**src/hw/rtl/five_ary_min_heap_unit_defines.svh**
```systemverilog
// ============================================================================
// Five-ary min-heap unit assertion macros
// Concurrent checks sampled on clk and disabled while rst_n is low.
// ============================================================================
`ifndef FIVE_ARY_MIN_HEAP_UNIT_DEFINES_SVH
`define FIVE_ARY_MIN_HEAP_UNIT_DEFINES_SVH

// Check cons in the same cycle as ante.
`define FMH_ASSERT_NOW(label, ante, cons) \
    label: assert property (@(posedge clk) disable iff (!rst_n) (ante) |-> (cons)) \
        else $error("five_ary_min_heap_unit: check failed");

// Check cons in the cycle after ante.
`define FMH_ASSERT_NEXT(label, ante, cons) \
    label: assert property (@(posedge clk) disable iff (!rst_n) (ante) |=> (cons)) \
        else $error("five_ary_min_heap_unit: check failed");

`endif

```
**src/hw/rtl/fmh_pkg.sv**
```systemverilog
// ============================================================================
// Five-ary min-heap package
// Sizes, codes, sequencer states, memory request type and index helpers.
// ============================================================================
package fmh_pkg;

    localparam int CAPACITY = 1024;
    localparam int ARITY    = 5;
    localparam int KEY_W    = 32;
    localparam int ADDR_W   = $clog2(CAPACITY);
    localparam int CNT_W    = $clog2(CAPACITY + 1);
    localparam int FC_W     = ADDR_W + $clog2(ARITY) + 1;
    localparam int SCAN_W   = $clog2(ARITY);

    // Parent index by reciprocal multiply, exact over the address range.
    localparam int PAR_SHIFT = ADDR_W + 4;
    localparam int PAR_RECIP = ((2 ** PAR_SHIFT) + ARITY - 1) / ARITY;
    localparam int PROD_W    = ADDR_W + PAR_SHIFT;

    localparam logic OP_INSERT = 1'b0;
    localparam logic OP_DELETE = 1'b1;

    localparam logic [1:0] ST_OK    = 2'd0;
    localparam logic [1:0] ST_EMPTY = 2'd1;
    localparam logic [1:0] ST_FULL  = 2'd2;

    typedef logic signed [KEY_W-1:0] key_t;
    typedef logic [ADDR_W-1:0]       addr_t;
    typedef logic [CNT_W-1:0]        cnt_t;

    typedef enum logic [3:0] {
        S_IDLE,
        S_UP_CHECK,
        S_UP_WAIT,
        S_DEL_LAST,
        S_DEL_ROOT,
        S_DN_CHECK,
        S_DN_SCAN,
        S_DN_DECIDE,
        S_FINISH
    } state_t;

    typedef struct packed {
        logic  we;
        addr_t waddr;
        key_t  wdata;
        addr_t raddr;
    } ram_req_t;

    // Zero-based parent address: (a - 1) / ARITY, for a > 0.
    function automatic addr_t parent_addr(input addr_t a);
        logic [PROD_W-1:0] prod;
        prod = PROD_W'(a - 1'b1) * PROD_W'(PAR_RECIP);
        return prod[PAR_SHIFT +: ADDR_W];
    endfunction

    // Zero-based first child address: ARITY * a + 1.
    function automatic logic [FC_W-1:0] first_child(input addr_t a);
        return FC_W'(a) * FC_W'(ARITY) + FC_W'(1);
    endfunction

endpackage

```
**src/hw/rtl/fmh_cmp.sv**
```systemverilog
// ============================================================================
// Five-ary min-heap key comparator
// Shared signed less-than used by every sift step.
// ============================================================================
module fmh_cmp (
    input  fmh_pkg::key_t a,
    input  fmh_pkg::key_t b,
    output logic          less
);
    import fmh_pkg::*;

    assign less = (a < b);

endmodule

```
**config.mk**
```make
export PLATFORM = sky130hd
export DESIGN_NAME = fmh_cmp
export DESIGN_NICKNAME = d
export VERILOG_FILES = /design/src/hw/rtl/five_ary_min_heap_unit_defines.svh /design/src/hw/rtl/fmh_pkg.sv /design/src/hw/rtl/fmh_cmp.sv
export SDC_FILE = /design/constraint.sdc
export NUM_CORES = 1
export LEC_CHECK = 0
export BUFFER_PORTS_ARGS = -buffer_cell sky130_fd_sc_hd__buf_4
export CAP_MARGIN = 20
export CORE_MARGIN = 3
export CORE_UTILIZATION = 41
export DETAILED_ROUTE_END_ITERATION = 6
export GPL_TIMING_DRIVEN = 0
export MAX_ROUTING_LAYER = met4
export PLACE_DENSITY = 0.84
export SLEW_MARGIN = 20
export SYNTH_ARGS = -nofsm -noshare
export SYNTH_HDL_FRONTEND = slang
export SYNTH_SLANG_ARGS = --single-unit
```
**constraint.sdc**
```tcl
create_clock -name vclk -period 2.7
set_clock_uncertainty 0.2 [all_clocks]
set_input_delay 0.54 -clock vclk [all_inputs]
set_output_delay 0.54 -clock vclk [all_outputs]
set_load 0.02 [all_outputs]
```
==> tab_implementation.tex, run 1 <==
\begin{tabular}{lr}
\hline
Metric & Value \\
\hline
\multicolumn{2}{l}{\textbf{Yosys}} \\
\quad Nets in the synthesized netlist & 203 \\
\quad Number of warning messages in the yosys log & 0 \\
\quad Area of the mapped netlist & 790 sq um \\
\quad Netlist cell types & 23 \\
\quad Fraction of the yosys area taken by sequential cells & 0\% \\
\quad Cell count after synthesis & between 100 and 150 \\
\quad Avg Synthesized Cell Area & 7.31 sq um \\
\multicolumn{2}{l}{\textbf{Setup path}} \\
\quad Critical path type & primary input to output port \\
\quad Critical path's slowest cell & or4b\_4 \\
\quad WP data required & 1.96 ns \\
\quad Worst path bufs/invs & 3 \\
\quad CP Data Arrival Time & 2.09 ns \\
\quad Type of origin of the critical path & primary input \\
\quad Delay of the slowest cell on the worst path & roughly 0.52 ns \\
\quad Highest fanout seen on the critical path & 2 \\
\quad CP cell instances & buf\_4, inv\_2, ha\_4, and3\_4, a22o\_1, or4b\_4, mux2i\_4, buf\_6 \\
\quad Type of element capturing the critical path & output port \\
\quad Source of the critical timing path & b[30] \\
\quad Top Family by Delay on Critical Path & simple AND/OR/NAND/NOR gates \\
\multicolumn{2}{l}{\textbf{Global route}} \\
\quad Wire length of the first global-routing pass & 4090 um \\
\quad Maximum number of pins on one net before global-route repair & 5 \\
\quad Initial antenna violation count & 0 \\
\quad Residual overflow from global routing & 0 \\
\quad Most heavily used metal layer in global routing & met2 \\
\quad Grt met3 use & roughly 3.6\% \\
\quad Overall routing resource usage & 20.7\% \\
\quad Grt met2 use & around two fifths \\
\quad Met1 track demand over resource & about a fifth \\
\quad Number of global-route vias before repair & 1030 \\
\multicolumn{2}{l}{\textbf{Finish}} \\
\quad Total number of sequential cells & 0 \\
\quad Sequential standard cell area & 0 sq um \\
\quad Total of clock buffers placed in the layout & 0 \\
\quad Total Nets Final & roughly 270 \\
\quad Commonest cells after routing, fill and taps aside & 64 x buf\_4, 27 x inv\_1, 21 x ha\_1 \\
\quad Final standard cell area without fillers & approximately 1500 sq um \\
\quad Fraction of final layout cells with drive strength greater than 1 & 52.0\% \\
\quad Layout area overhead & 90.2\% \\
\quad Leading cell type in the layout, fill and taps excluded & buf\_4 \\
\quad Ant. Diodes & 0 \\
\multicolumn{2}{l}{\textbf{Drt}} \\
\quad Iteration count of the initial detailed-routing pass & 4 \\
\quad Post-route DRC violation count & 0 \\
\quad Remaining antenna violation count after routing & 0 \\
\quad Violation count after the first detailed-routing iteration & 14 \\
\quad Wire length reported by the detailed router & around 2500 um \\
\quad Average wire length per cell after detail routing & approximately 13 um \\
\quad Detail-routed via count per cell & about 5.0 \\
\quad Detailed-route via count & 995 \\
\multicolumn{2}{l}{\textbf{Placed design}} \\
\quad Pre-CTS worst setup slack & -0.252 ns \\
\quad Post-Place Cell Area & 1340 sq um \\
\quad RD Place Congestion & about 0.76 \\
\quad Port bufs & 65 \\
\quad Post-detail-place hpwl & 1980 um \\
\multicolumn{2}{l}{\textbf{STA}} \\
\quad Endpoints failing hold & 0 \\
\quad Maximum clock rate & roughly 350 MHz \\
\quad Unrepaired setup endpoints after global routing & true \\
\quad Hold slack final & about 1.4 ns \\
\quad Slew HR & between 80\% and 90\% \\
\quad Transition time of the tightest slew-check pin & 0.220 ns \\
\quad Period Utilization, post-route & 105\% \\
\quad Post-route setup slack & -0.130 ns \\
\quad Max-slew violation count & 0 \\
\quad Sum Neg Setup Slack & -0.130 ns \\
\quad Min cycle time layout & 2.83 ns \\
\quad Total of endpoints with negative setup slack in the final report & 1 \\
\multicolumn{2}{l}{\textbf{Min path}} \\
\quad Capture endpoint of the worst hold path & less \\
\quad Worst Hold Class & primary input to output port \\
\quad Hold Path Origin & a[31] \\
\quad Depth of the worst hold-timing path & 4 \\
\multicolumn{2}{l}{\textbf{Floorplanning}} \\
\quad Die Y-Extent & roughly 50 um \\
\quad Die Wd & between 40 and 50 um \\
\quad Num rows & 15 \\
\quad Total Die Area & 2490 sq um \\
\quad Standard cell core area & approximately 1800 sq um \\
\quad Initial core utilization & between 40\% and 50\% \\
\quad I/O pin total & 65 \\
\multicolumn{2}{l}{\textbf{Clock network}} \\
\quad Number of hold-repair buffers added at the cts stage & 0 \\
\multicolumn{2}{l}{\textbf{Pwr}} \\
\quad Largest vdd supply drop & between 0.1 and 0.15 mV \\
\quad PwrDens & approximately 150 nW/um\^{}2 \\
\quad Total power & about 0.00022 W \\
\quad Reported leakage power & 0.836 nW \\
\multicolumn{2}{l}{\textbf{Run status}} \\
\quad Status & complete, but fails checks \\
\quad Violated checks & setup timing \\
\multicolumn{2}{l}{\textbf{Run}} \\
\quad Max cap viols & 0 \\
\hline
\end{tabular}
==> metrics by stage <==
step,utilization (%),std cells
global placement,76.0,198
floorplan,-,108
detailed placement,76.0,198
global route,85.1,200
CTS,84.4,200
finish,85.1,200
==> cells by family (layout without fill, tap and decap cells) <==
| family | after synthesis | after routing | share of synthesized area, % |
|---|---|---|---|
| adder cells (fa/ha/maj) | 31 | 31 | 49.1 |
| multiplexers | 1 | 1 | 1.27 |
| buffers and inverters | 31 | 98 | 14.7 |
| AND/OR/NAND/NOR | 22 | 22 | 15.2 |
| AO/OA/AOI/OAI | 23 | 23 | 19.7 |
==> worst max path at each step <==
stage,endpoint,cells after the start
3_5_place_dp,less,9
6_report,less,8
3_3_place_gp,less,9
2_1_floorplan,less,6
4_1_cts,less,10
5_1_grt,less,10
==> what timing repair did <==
item	CTS	global route
endpoints found under the setup margin	1	1
gates resized for setup	22	1
pin swaps	18	6
buffers inserted	2	0
gates cloned	0	0
==> power by group <==
part	internal, W	total [W]	switching [W]
Clock	0	0	0
Sequential	0	0	0
Combinational	0.000134	0.000222	0.0000876
==> cell type report <==
type                       instances  area, sq um
tap                               25         31.3
multi-input combinational         77          837
fill                             120          263
timing repair buffer              67          514
inverter                          31          119
==> layer usage <==
layer	share of wire [%]	vias up	wire length [um]
li1	-	512	-
met1	39	438	967
met2	52	39	1290
met3	7.3	6	183
met4	2.3	0	58
met5	0	-	0
==> synth_stat cells, types with 2 or more instances <==
cell type  instances  area share, %
inv_1             31             15
ha_1              31             49
nor2_1             2           0.95
o21ai_0            3            1.9
nand3_1            6            3.8
and3_1             2            1.6
a31oi_1            2            1.6
a21o_1             3            2.9
a21oi_1            8            5.1
nand4_1            5            4.0
nand2_1            3            1.4
No activity file was read; power rests on OpenSTA's default activity.
==> inputs of run 2 (changes only) <==
- CORE_MARGIN: 3 -> not set
==> tab_implementation.tex, run 2 (synthesized netlist as in run 1, its figures left out) <==
\begin{tabular}{lr}
\hline
Metric & Value \\
\hline
\multicolumn{2}{l}{\textbf{Pwr}} \\
\quad Reported leakage power & 0.823 nW \\
\quad Net load switching power & between 0.00008 and 0.00009 W \\
\quad Sw Ratio & between 30\% and 40\% \\
\quad Cell internal pwr & 0.000128 W \\
\quad PwrDens & $\sim$150 nW/um\^{}2 \\
\quad Reg power frac & 0\% \\
\quad Portion of total power attributed to combinational logic & 100.0\% \\
\quad Power share of the clock group & 0\% \\
\quad Largest vdd supply drop & between 0.09 and 0.1 mV \\
\multicolumn{2}{l}{\textbf{Finish}} \\
\quad Sequential standard cell area & 0 sq um \\
\quad Ant. Diodes & 0 \\
\quad Number of filler cells placed in the layout & 130 \\
\quad Area used by multi-input combinational logic & between 700 and 800 sq um \\
\quad Total number of sequential cells & 0 \\
\quad Commonest cells after routing, fill and taps aside & 63 x buf\_4, 27 x inv\_1, 24 x ha\_1 \\
\quad Post-Route Utilization & $\sim$82\% \\
\quad Leading cell type in the layout, fill and taps excluded & buf\_4 \\
\quad Layout area overhead & 82.4\% \\
\quad Total Nets Final & 270 \\
\quad Total of clock buffers placed in the layout & 0 \\
\quad Fraction of final layout cells with drive strength greater than 1 & between 40\% and 50\% \\
\multicolumn{2}{l}{\textbf{Global route}} \\
\quad Initial antenna violation count & 0 \\
\quad Number of global-route vias before repair & just over 900 \\
\quad Maximum number of pins on one net before global-route repair & 5 \\
\quad Residual overflow from global routing & 0 \\
\quad Overall routing resource usage & about 23\% \\
\quad Wire length of the first global-routing pass & 3510 um \\
\multicolumn{2}{l}{\textbf{STA}} \\
\quad Endpoints failing hold & 0 \\
\quad Max-slew violation count & 0 \\
\quad Min cycle time layout & between 2 and 3 ns \\
\quad Unrepaired setup endpoints after global routing & true \\
\quad Total of endpoints with negative setup slack in the final report & 1 \\
\quad Transition time of the tightest slew-check pin & $\sim$0.25 ns \\
\quad Slew HR & between 80 and 90\% \\
\quad Maximum clock rate & about 350 MHz \\
\quad Post-route setup slack & -0.196 ns \\
\quad Period Utilization, post-route & 107\% \\
\quad Sum Neg Setup Slack & -0.196 ns \\
\multicolumn{2}{l}{\textbf{Drt}} \\
\quad Remaining antenna violation count after routing & 0 \\
\quad Iteration count of the initial detailed-routing pass & 4 \\
\quad Average wire length per cell after detail routing & 11.5 um \\
\quad Wire length reported by the detailed router & roughly 2300 um \\
\quad Detail-routed via count per cell & about 5.1 \\
\quad Detailed-route via count & between 1000 and 1500 \\
\quad Violation count after the first detailed-routing iteration & 14 \\
\quad Post-route DRC violation count & 0 \\
\multicolumn{2}{l}{\textbf{Min path}} \\
\quad Hold Path Origin & a[31] \\
\quad Capture endpoint of the worst hold path & less \\
\quad Worst Hold Class & primary input to output port \\
\quad Depth of the worst hold-timing path & 4 \\
\multicolumn{2}{l}{\textbf{Floorplanning}} \\
\quad Die Y-Extent & roughly 46 um \\
\quad Total Die Area & roughly 2100 sq um \\
\quad I/O pin total & 65 \\
\quad Standard cell core area & 1760 sq um \\
\quad Die Wd & about 46 um \\
\quad Initial core utilization & 44.8\% \\
\quad Num rows & 15 \\
\multicolumn{2}{l}{\textbf{Setup path}} \\
\quad Critical path's slowest cell & or4b\_4 \\
\quad CP Data Arrival Time & $\sim$2.2 ns \\
\quad WP data required & approximately 2.0 ns \\
\quad Highest fanout seen on the critical path & 3 \\
\quad Type of element capturing the critical path & output port \\
\quad Delay of the slowest cell on the worst path & 0.50 ns \\
\quad Source of the critical timing path & a[26] \\
\quad Critical path type & primary input to output port \\
\quad CP cell instances & buf\_4, ha\_1, nand3\_1, o21bai\_1, a31oi\_1, or4b\_4, mux2i\_4, buf\_6 \\
\quad Type of origin of the critical path & primary input \\
\multicolumn{2}{l}{\textbf{Run}} \\
\quad Max cap viols & 0 \\
\multicolumn{2}{l}{\textbf{Clock network}} \\
\quad Setup Buffers After CTS & 0 \\
\quad Number of hold-repair buffers added at the cts stage & 0 \\
\multicolumn{2}{l}{\textbf{Placed design}} \\
\quad Pre-CTS worst setup slack & -0.272 ns \\
\quad Post-detail-place hpwl & 1930 um \\
\quad RD Place Congestion & 0.730 \\
\quad Port bufs & 65 \\
\multicolumn{2}{l}{\textbf{Run status}} \\
\quad Violated checks & setup timing \\
\quad Status & complete, but fails checks \\
\hline
\end{tabular}
-- run 2: what timing repair did --
| action | in CTS | in global routing |
|---|---|---|
| setup endpoints to repair | 1 | 1 |
| pin swaps | 10 | 5 |
| endpoints found under the hold margin | 0 | 0 |
| gates resized for setup | 15 | 2 |
-- run 2: area by class of cell --
cell class,instances,area share [%]
Tap cell,25,2.17
Timing Repair Buffer,65,34.4
Inverter,31,8.25
Multi-Input combinational cell,77,55.2
-- run 2: how the worst max path moves through the flow --
stage	end	slack, ns
after floorplan	less	0.02
after global placement	less	-0.25
after detailed placement	less	-0.27
after CTS	less	-0.17
after global routing	less	-0.25
final	less	-0.20
-- run 2: per-layer routing --
layer	vias up	wire (um)	GRT usage (%)
met3	4	132	2.38
met5	-	0	-
met2	39	1280	47.9
li1	509	-	-
met4	0	35	6.47
met1	450	832	20.7
-- run 2: through the flow --
| step | instance area (sq um) | instances | power, W | hold WS, ns |
|---|---|---|---|---|
| finish | 1440 | 198 | 0.000211 | 1.38 |
| global route | 1440 | 198 | 0.000236 | 1.41 |
| CTS | 1430 | 198 | 0.000207 | 1.38 |
| detailed placement | 1340 | 198 | 0.000190 | 1.40 |
| global placement | 1340 | 198 | 0.000179 | 1.38 |
| floorplan | 822 | 108 | 0.0000943 | 1.16 |
-- run 2: power groups by stage --
stage	clock network (W)	registers [W]	logic, W
final	0	0	0.000211
after global routing	0	0	0.000236
after CTS	0	0	0.000207
after detailed placement	0	0	0.000190
after global placement	0	0	0.000179
after floorplan	0	0	0.0000943
-- run 2: worst max-delay path: cells and delay by family --
kind	cells	cell delay (ns)
buffers and inverters	2	0.25
AND/OR/NAND/NOR	2	0.64
multiplexers	1	0.15
AO/OA/AOI/OAI	2	0.26
adder cells (fa/ha/maj)	1	0.32
